<file path="src/design/spmq_pkg.sv">
// Shared types and codes for the stable priority mailbox queue.
package spmq_pkg;

	localparam int unsigned PRIO_W = 8;
	localparam int unsigned MSG_W  = 16;

	localparam logic [1:0] MODE_DELIVER = 2'd0;
	localparam logic [1:0] MODE_CONSULT = 2'd1;

	localparam logic [2:0] ST_DELIVERED = 3'd0;
	localparam logic [2:0] ST_RETURNED  = 3'd1;
	localparam logic [2:0] ST_EMPTY     = 3'd2;
	localparam logic [2:0] ST_FULL      = 3'd3;
	localparam logic [2:0] ST_CLEARED   = 3'd4;

	typedef enum logic [1:0] {
		OP_NONE,
		OP_PUSH,
		OP_POP,
		OP_CLEAR
	} op_t;

	typedef struct packed {
		op_t               op;
		logic [PRIO_W-1:0] prio;
		logic [MSG_W-1:0]  msg;
	} cmd_t;

	typedef struct packed {
		logic              valid;
		logic [PRIO_W-1:0] prio;
		logic [MSG_W-1:0]  msg;
	} entry_t;

endpackage

</file>
<file path="src/design/spmq_cell.sv">
// One slot of the sorted shift chain: holds an entry, inserts or shifts per command.
module spmq_cell
	import spmq_pkg::*;
(
	input  logic   clk,
	input  logic   arst_n,
	input  cmd_t   cmd,
	input  entry_t left,
	input  logic   left_keep,
	input  entry_t right,
	output entry_t entry,
	output logic   keep
);

	logic              valid_q;
	logic [PRIO_W-1:0] prio_q;
	logic [MSG_W-1:0]  msg_q;

	assign entry = '{valid: valid_q, prio: prio_q, msg: msg_q};
	assign keep  = valid_q && (prio_q >= cmd.prio);

	always_ff @(posedge clk or negedge arst_n) begin
		if (!arst_n) begin
			valid_q <= 1'b0;
		end else begin
			case (cmd.op)
				OP_CLEAR: valid_q <= 1'b0;
				OP_PUSH: begin
					if (!keep) begin
						valid_q <= left_keep ? 1'b1 : left.valid;
					end
				end
				OP_POP:  valid_q <= right.valid;
				default: valid_q <= valid_q;
			endcase
		end
	end

	always_ff @(posedge clk) begin
		case (cmd.op)
			OP_PUSH: begin
				if (!keep) begin
					prio_q <= left_keep ? cmd.prio : left.prio;
					msg_q  <= left_keep ? cmd.msg : left.msg;
				end
			end
			OP_POP: begin
				prio_q <= right.prio;
				msg_q  <= right.msg;
			end
			default: begin
				prio_q <= prio_q;
				msg_q  <= msg_q;
			end
		endcase
	end

endmodule

</file>
<file path="src/design/stable_priority_mailbox_queue_top.sv">
// Top level of the stable priority mailbox queue.
//
// Requests arrive on the s_ channel: s_tuser carries the mode (deliver,
// consult, clear), s_tdata the priority and message handle. Each request
// gives exactly one result beat on the m_ channel: m_tuser carries the
// status, m_tdata the returned priority, handle and the empty flag.
// Entries sit in a chain of DEPTH cells sorted by priority, ties kept in
// arrival order. Every cell compares against the incoming priority at
// once, and on a deliver or consult all cells update together.
// The result beat is presented in the cycle after the request is accepted; one request
// is taken per cycle while the receiver keeps up.
// The result waits in an output register; a new request is accepted in the
// same cycle the waiting result is taken, and held off while it is not.
// Reset empties the queue and drops any waiting result.
module stable_priority_mailbox_queue_top
	import spmq_pkg::*;
#(
	parameter int unsigned DEPTH = 32
) (
	input  logic        clk,
	input  logic        arst_n,
	input  logic        s_tvalid,
	output logic        s_tready,
	input  logic [23:0] s_tdata,  // [7:0] priority_req, [23:8] message_ref
	input  logic [1:0]  s_tuser,  // [1:0] mode
	output logic        m_tvalid,
	input  logic        m_tready,
	output logic [31:0] m_tdata,  // [7:0] out_priority, [23:8] out_message_ref, [24] is_empty
	output logic [2:0]  m_tuser   // [2:0] status
);

	entry_t           cells [DEPTH];
	logic             keeps [DEPTH];
	logic [DEPTH-1:0] valid_vec;
	cmd_t             cmd;
	logic             in_acc;
	logic             full;

	logic              m_valid_q;
	logic [2:0]        status_q;
	logic [PRIO_W-1:0] prio_q;
	logic [MSG_W-1:0]  msg_q;
	logic              empty_q;

	logic [2:0]        status_d;
	logic [PRIO_W-1:0] prio_d;
	logic [MSG_W-1:0]  msg_d;
	logic              empty_d;

	assign s_tready = !m_valid_q || m_tready;
	assign in_acc   = s_tvalid && s_tready;
	assign full     = valid_vec[DEPTH-1];

	always_comb begin
		cmd.prio = s_tdata[7:0];
		cmd.msg  = s_tdata[23:8];
		cmd.op   = OP_NONE;
		status_d = ST_CLEARED;
		prio_d   = '0;
		msg_d    = '0;
		empty_d  = 1'b1;
		if (s_tuser[1]) begin
			cmd.op = in_acc ? OP_CLEAR : OP_NONE;
		end else if (s_tuser == MODE_DELIVER) begin
			empty_d = 1'b0;
			if (full) begin
				status_d = ST_FULL;
			end else begin
				status_d = ST_DELIVERED;
				cmd.op   = in_acc ? OP_PUSH : OP_NONE;
			end
		end else if (valid_vec[0]) begin
			status_d = ST_RETURNED;
			prio_d   = cells[0].prio;
			msg_d    = cells[0].msg;
			empty_d  = !valid_vec[1];
			cmd.op   = in_acc ? OP_POP : OP_NONE;
		end else begin
			status_d = ST_EMPTY;
		end
	end

	for (genvar i = 0; i < DEPTH; i++) begin : g_cell
		entry_t left;
		entry_t right;
		logic   left_keep;

		if (i == 0) begin : g_first
			assign left      = '0;
			assign left_keep = 1'b1;
		end else begin : g_mid
			assign left      = cells[i-1];
			assign left_keep = keeps[i-1];
		end

		if (i == DEPTH - 1) begin : g_last
			assign right = '0;
		end else begin : g_inner
			assign right = cells[i+1];
		end

		spmq_cell u_cell (
			.clk       (clk),
			.arst_n    (arst_n),
			.cmd       (cmd),
			.left      (left),
			.left_keep (left_keep),
			.right     (right),
			.entry     (cells[i]),
			.keep      (keeps[i])
		);

		assign valid_vec[i] = cells[i].valid;
	end

	always_ff @(posedge clk or negedge arst_n) begin
		if (!arst_n) begin
			m_valid_q <= 1'b0;
		end else if (in_acc) begin
			m_valid_q <= 1'b1;
		end else if (m_tready) begin
			m_valid_q <= 1'b0;
		end
	end

	always_ff @(posedge clk) begin
		if (in_acc) begin
			status_q <= status_d;
			prio_q   <= prio_d;
			msg_q    <= msg_d;
			empty_q  <= empty_d;
		end
	end

	assign m_tvalid = m_valid_q;
	assign m_tuser  = status_q;
	assign m_tdata  = {7'd0, empty_q, msg_q, prio_q};

	a_valid_prefix: assert property (@(posedge clk) disable iff (!arst_n)
		((valid_vec & (valid_vec + 1'b1)) == '0))
		else $error("occupied cells are not a contiguous run from the head");

	a_head_sorted: assert property (@(posedge clk) disable iff (!arst_n)
		valid_vec[1] |-> (cells[0].prio >= cells[1].prio))
		else $error("head entry outranked by the entry behind it");

	a_clear_empties: assert property (@(posedge clk) disable iff (!arst_n)
		(in_acc && s_tuser[1]) |=> (valid_vec == '0))
		else $error("clear left entries in the chain");

	a_full_refused: assert property (@(posedge clk) disable iff (!arst_n)
		(in_acc && (s_tuser == MODE_DELIVER) && full) |=> (status_q == ST_FULL) && full)
		else $error("deliver to a full queue not refused");

endmodule
</file>
<file path="config.mk">
export PLATFORM = sky130hd
export DESIGN_NAME = stable_priority_mailbox_queue_top
export DESIGN_NICKNAME = d
export VERILOG_FILES = /design/src/design/spmq_pkg.sv /design/src/design/spmq_cell.sv /design/src/design/stable_priority_mailbox_queue_top.sv
export SDC_FILE = /design/constraint.sdc
export NUM_CORES = 2
export LEC_CHECK = 0
export ABC_AREA = 0
export CAP_MARGIN = 20
export CORE_ASPECT_RATIO = 1.1
export CORE_MARGIN = 2
export CORE_UTILIZATION = 30
export CTS_CLUSTER_DIAMETER = 150
export DETAILED_ROUTE_END_ITERATION = 16
export DONT_BUFFER_PORTS = 1
export HOLD_SLACK_MARGIN = 0.02
export PLACE_DENSITY = 0.49
export SLEW_MARGIN = 25
export SYNTH_ARGS = -nofsm -noshare
export SYNTH_HDL_FRONTEND = slang
export SYNTH_SLANG_ARGS = --single-unit
</file>
<file path="constraint.sdc">
create_clock -name clk -period 8.01 [get_ports clk]
set_input_delay 1.602 -clock clk [delete_from_list [all_inputs] [get_ports clk]]
set_output_delay 1.602 -clock clk [all_outputs]
set_load 0.1 [all_outputs]
</file>
* Word level (Yosys, flattened, before mapping) *
Index checks and enable logic that the tools add are counted.

storage, ports and cells
  register bits after elaboration = 829
  input port bits = 30
  output and inout port bits = 37
  word-level logic and storage cells = 575

operators by class
  $lt $le $gt $ge = 32
  eq/ne operators = 35
  multiplexer cells = 299
  bitwise operators = 1
  reductions and logical operators = 107

operators with widths
  kind                number
  $pmux 16 s2         32
  $mux 16             63
  $pmux 8 s2          32
  $mux 8              63
  $ge 8x8->1          32
  $reduce_and 2->1    64
  $pmux 1 s3          31
  $mux 1              69
  $ne 2x2->1 const B  32
  $logic_and 1x1->1   33
  $mux 2              7
  $reduce_bool 2->1   3
  $eq 2x2->1 const B  2
  $mux 3              1
  $reduce_bool 3->1   1
  $reduce_or 3->1     1
  $eq 2x1->1 const B  1
  $logic_not 1->1     2
  $logic_not 2->1     1
  $pmux 1 s2          1
  $reduce_or 2->1     1
  $logic_or 1x1->1    1
  $not 1->1           1

* Longest topological paths before layout *
  depth in word-level cells = 11
  depth in mapped cells = 13
  mapped depth without buffers = 9

* Cells and area by module *
Synthesis repeated with hierarchy kept, for this count alone.

unflattened totals
  cell total of the unflattened synthesis = 4783
  area total of the unflattened synthesis = 50840.0 um^2

modules (own cells, without submodules)
  module                             times used  cells each  area an instance (um^2)  seq. area each (um^2)
  spmq_cell (g_cell[0].u_cell ...)   16          147         1551.5                   745.7
  spmq_cell (g_cell[24].u_cell ...)  16          147         1550.2                   745.7
  stable_priority_mailbox_queue_top  1           79          1212.4                   865.8

* Worst setup path after synthesis *
Ideal clock, no wire load.

  path type = in2reg
  start = in m_tready
  end = reg g_cell[31].u_cell.msg_q[0], enable pin
  setup time = 0.420 ns
  arrival time = 5.858 ns
  data required time = 7.590 ns
  path slack = 1.732 ns
  cell stages on the path = 11
  path buffers = 5
  cell sequence = nand2b_1 > and2_1 > o21a_1 > ha_1 > buf_2 > buf_2 > buf_2 > buf_2 > buf_2 > nor2_1 > a31oi_1

on the way
  cells in the longest elaborated chain, start to end = 9
  elaborated cells between the ends (all ways) = 14
  those cells by class = eq/ne (3); mux (7); reduce/logical (4)

ends and longest elaborated chain
  what                                                       RTL line                                                                          text
  start, declared                                            stable_priority_mailbox_queue_top.sv:27                                           input logic m_tready,
  $logic_or 1x1->1 (*)                                       stable_priority_mailbox_queue_top.sv:50                                           assign s_tready = !m_valid_q || m_tready;
  $logic_and 1x1->1 (*)                                      stable_priority_mailbox_queue_top.sv:51                                           assign in_acc = s_tvalid && s_tready;
  named net in_acc                                           stable_priority_mailbox_queue_top.sv:36                                           logic in_acc;
  $mux 1 or $mux 2 (tied branches)                           stable_priority_mailbox_queue_top.sv:70, stable_priority_mailbox_queue_top.sv:77
  $mux 1 or $mux 2 (tied branches)                           stable_priority_mailbox_queue_top.sv:66, stable_priority_mailbox_queue_top.sv:72
  $mux 2                                                     stable_priority_mailbox_queue_top.sv:64                                           end else if (s_tuser == MODE_DELIVER) begin
  $mux 2 (*)                                                 stable_priority_mailbox_queue_top.sv:62                                           if (s_tuser[1]) begin
  $eq 2x1->1 or $eq 2x2->1 (tied branches)                   spmq_cell.sv:40                                                                   case (cmd.op)
  $ne 2x2->1 (no line) or $reduce_bool 2->1 (tied branches)  --
  $reduce_and 2->1 (no line) (*)                             --
  end signal, assigned                                       spmq_cell.sv:44                                                                   msg_q <= left_keep ? cmd.msg : left.msg;
  end signal, assigned                                       spmq_cell.sv:49                                                                   msg_q <= right.msg;
  end signal, assigned                                       spmq_cell.sv:53                                                                   msg_q <= msg_q;
  end, declared                                              spmq_cell.sv:17                                                                   logic [MSG_W-1:0] msg_q;

The timed path passes the listed nets; every way through them passes the cells marked *.
A chain may end at the register's enable or synchronous reset.

* Worst setup path in the final report *
  start = reg m_valid_q, in the netlist m_tvalid
  end = reg g_cell[13].u_cell.msg_q[14] (data pin)

on the way
  cells in the longest elaborated chain, start to end = 9
  elaborated cells between the ends (all ways) = 13
  those cells by class = eq/ne (2); mux (8); reduce/logical (3)

ends and longest elaborated chain
  what                                      RTL line                                                                          text
  start, declared                           stable_priority_mailbox_queue_top.sv:39                                           logic m_valid_q;
  start signal, assigned                    stable_priority_mailbox_queue_top.sv:118                                          m_valid_q <= 1'b0;
  start signal, assigned                    stable_priority_mailbox_queue_top.sv:120                                          m_valid_q <= 1'b1;
  start signal, assigned                    stable_priority_mailbox_queue_top.sv:122                                          m_valid_q <= 1'b0;
  $logic_not 1->1 (*)                       stable_priority_mailbox_queue_top.sv:50
  $logic_or 1x1->1 (*)                      stable_priority_mailbox_queue_top.sv:50
  named net s_tready                        stable_priority_mailbox_queue_top.sv:23                                           output logic s_tready,
  $logic_and 1x1->1 (*)                     stable_priority_mailbox_queue_top.sv:51
  named net in_acc                          stable_priority_mailbox_queue_top.sv:36
  $mux 1 or $mux 2 (tied branches)          stable_priority_mailbox_queue_top.sv:70, stable_priority_mailbox_queue_top.sv:77
  $mux 1 or $mux 2 (tied branches)          stable_priority_mailbox_queue_top.sv:66, stable_priority_mailbox_queue_top.sv:72
  $mux 2                                    stable_priority_mailbox_queue_top.sv:64
  $mux 2 (*)                                stable_priority_mailbox_queue_top.sv:62
  $eq 2x2->1 or $eq 2x1->1 (tied branches)  spmq_cell.sv:40
  $pmux 16 s2 (*)                           spmq_cell.sv:40
  end signal, assigned                      spmq_cell.sv:44
  end signal, assigned                      spmq_cell.sv:49
  end signal, assigned                      spmq_cell.sv:53
  end, declared                             spmq_cell.sv:17

Marks and branches as above.

==> flow_summary.json <==
{
  "maxCapViolations": 0,
  "slew_viol_final": 0,
  "grt_pass1_wl_mm": 246,
  "dp_cells": 5751,
  "r2r_end": "g_cell[13].u_cell.msg_q[14]",
  "grt-ovfl-total": 0,
  "h-tree-depth": 3,
  "hold-path-endpoint": "g_cell[30].u_cell.msg_q[8]",
  "drt_iter0_drc": 3910,
  "peakVddDrop_v": 0.000157,
  "status": "finished clean",
  "cp.arrival_ps": 5890,
  "area_growth_pct": 10.7,
  "routedWlPerCell_um": 28.3,
  "path_clk_slew_ps": 60,
  "drive_above_1_share_pct": 10.1,
  "antenna_found_initial": 14,
  "crit_fanout": 208,
  "clock_sinks": 829,
  "port_buffers": 0,
  "synthArstFlopShare_pct": 3.98,
  "cts_resized": 0,
  "start_kind": "flip-flop",
  "ys_warn_count": 0,
  "core_area_um2": 160000,
  "syn-cell-area_um2": 48300,
  "hold_viol": 0,
  "power.leakage_nw": 20.1,
  "dieArea_um2": 164000,
  "required_ps": 8450,
  "hpwl_mm": 112,
  "relSlewSlack_pct": 21.9,
  "timing.final.crit_period_ps": 5450,
  "clock_path_buffers": 3,
  "track_usage_pct": 19.9,
  "cts_hold_buf": 0,
  "fillers": 15800,
  "finish.net_count": 4042,
  "ff2ff_path_depth": 9,
  "ant_nets": 0,
  "hold_path_class": "reg2reg",
  "cts_root_buffer": "clkbuf_16",
  "post-cts-setup-buffer-count": 0,
  "hold_depth": 2,
  "timing.fmax_mhz": 183,
  "globalplace.congestion": 0.811,
  "drtPass1Iterations": 6,
  "power_density_nw_per_um2": 235,
  "vias": 35500,
  "synth_flop_cell": "edfxtp_1",
  "tns_ps": 0,
  "cts_buffers": 102,
  "tightestPinTransition_ps": 1170,
  "min_period_over_period_pct": 68.1,
  "grt_pass1_vias": 34700,
  "drc": 0,
  "grt_max_degree": 220,
  "ios": 67,
  "finalClockSkew_ps": 32.3,
  "r2r_start": "m_tvalid",
  "synth_cells": 3974,
  "criticalPathCategory": "reg2reg",
  "routed_via_density": 5.96,
  "syn_avg_cell_area_um2": 12.2,
  "insertion_delay_ps": 720,
  "wl_mm": 168,
  "stdcell_count": 5945,
  "regToRegSetupSlack_ps": 2560,
  "die_h_um": 425,
  "endpoint_kind": "flip-flop",
  "rsz0062_at_grt": "false",
  "num_rows": 154,
  "synth-seq-area-share_pct": 51.2,
  "start_util_pct": 30.2,
  "ys_types": 41,
  "ys_ff_latch": 829,
  "setup_viol": 0,
  "synth_edf_count": 796,
  "fp.dieW_um": 387,
  "worstHoldStart": "g_cell[31].u_cell.msg_q[8]",
  "cts_tree": "done"
}
-- through the flow --
step | setup slack (ps) | util [%] | hold WS (ps) | power [mW] | cell area, um2
after floorplan | 1730 | - | 506 | 7.11 | 48300
after global placement | 2050 | 31.2 | 511 | 7.84 | 50000
after detailed placement | 2130 | 31.3 | 521 | 7.87 | 50100
after CTS | 2710 | 33.4 | 535 | 12.6 | 53400
after global routing | 2450 | 33.4 | 537 | 13.0 | 53500
final | 2560 | 33.4 | 532 | 12.6 | 53500
-- state kept, by name, indices dropped and copies added, names as in the netlist --
register               flops
empty_q                    1
g_cell.u_cell.msg_q      512
g_cell.u_cell.prio_q     256
g_cell.u_cell.valid_q     32
m_tuser                    3
m_tvalid                   1
msg_q                     16
prio_q                     8
-- power breakdown --
part / switching, mW / internal, mW / total, mW
Clock: 2.00 / 2.77 / 4.77
Combinational: 1.09 / 0.765 / 1.85
Sequential: 0.474 / 5.47 / 5.94
-- worst max-delay path: stages, from the launching register on --
cell,delay (ps)
dfrtp_1,930
nand2b_1,830
and2_2,700
o21a_1,260
inv_1,130
ha_4,320
buf_12,440
buf_12,640
nor4b_1,150
a221o_1,300
-- how the worst max path moves through the flow --
stage | from | endpoint | cells past startpoint
after floorplan | m_tready | g_cell[31].u_cell.msg_q[0] | 11
after global placement | s_tdata[1] | g_cell[20].u_cell.msg_q[15] | 9
after detailed placement | m_tready | g_cell[1].u_cell.msg_q[14] | 7
after CTS | m_tvalid | g_cell[1].u_cell.msg_q[5] | 7
after global routing | m_tvalid | g_cell[13].u_cell.msg_q[14] | 9
final | m_tvalid | g_cell[13].u_cell.msg_q[14] | 9
-- layout make-up --
type	count	area, um2	area share [%]
clock inverter	70	686	1.28
tap	2106	2640	4.93
timing repair buffer	130	1140	2.13
multi-input combinational	2626	21400	40.0
sequential	829	24700	46.2
clock buffer	120	2670	5.00
inverter	63	236	0.442
antenna	1	2.50	0.00468
-- synth_stat cells, types with 33 or more instances --
| cell | n | area (um2) |
|---|---|---|
| buf_2 | 88 | 440 |
| ha_1 | 260 | 3250 |
| edfxtp_1 | 796 | 23900 |
| or2_1 | 38 | 238 |
| clkbuf_1 | 266 | 998 |
| nor2_1 | 69 | 259 |
| inv_1 | 63 | 236 |
| mux2i_1 | 289 | 2890 |
| and2_1 | 43 | 269 |
| nor2b_1 | 37 | 231 |
| a221o_1 | 476 | 4760 |
| dfrtp_1 | 33 | 826 |
| a21oi_1 | 65 | 325 |
| o21ai_1 | 302 | 1510 |
| nor4b_1 | 437 | 3830 |
| buf_6 | 40 | 450 |
| nand2_1 | 309 | 1160 |
-- cell families after synthesis --
logic type | after synthesis | synth area share, %
other | 1 | 0.00776
flip-flops | 829 | 51.2
adder cells (fa/ha/maj) | 260 | 6.73
AND/OR/NAND/NOR | 1035 | 13.6
buffers and inverters | 525 | 5.60
multiplexers | 289 | 5.99
AO/OA/AOI/OAI | 1035 | 16.9
-- metal layers --
metal / vias to the layer above / part of all wire [%] / global-route usage, %
met5: - / 0 / 0
met3: 231 / 5.6 / 2.79
met4: 0 / 2.5 / 5.38
met1: 18400 / 44 / 27.2
li1: 15600 / - / -
met2: 1169 / 48 / 32.9
-- placed cells by master (no fill, tap or decap), types with 33 or more instances in the layout --
| cell type | synthesis | final |
|---|---|---|
| clkbuf_16 | 0 | 103 |
| dfrtp_1 | 33 | 33 |
| nand2_1 | 309 | 309 |
| nor2_1 | 69 | 60 |
| and2_1 | 43 | 41 |
| o21ai_1 | 302 | 302 |
| nor4b_1 | 437 | 437 |
| buf_4 | 20 | 118 |
| a221o_1 | 476 | 476 |
| edfxtp_1 | 796 | 796 |
| inv_1 | 63 | 56 |
| a21oi_1 | 65 | 65 |
| ha_1 | 260 | 257 |
| mux2i_1 | 289 | 289 |
(Power assumes the default switching activity.)
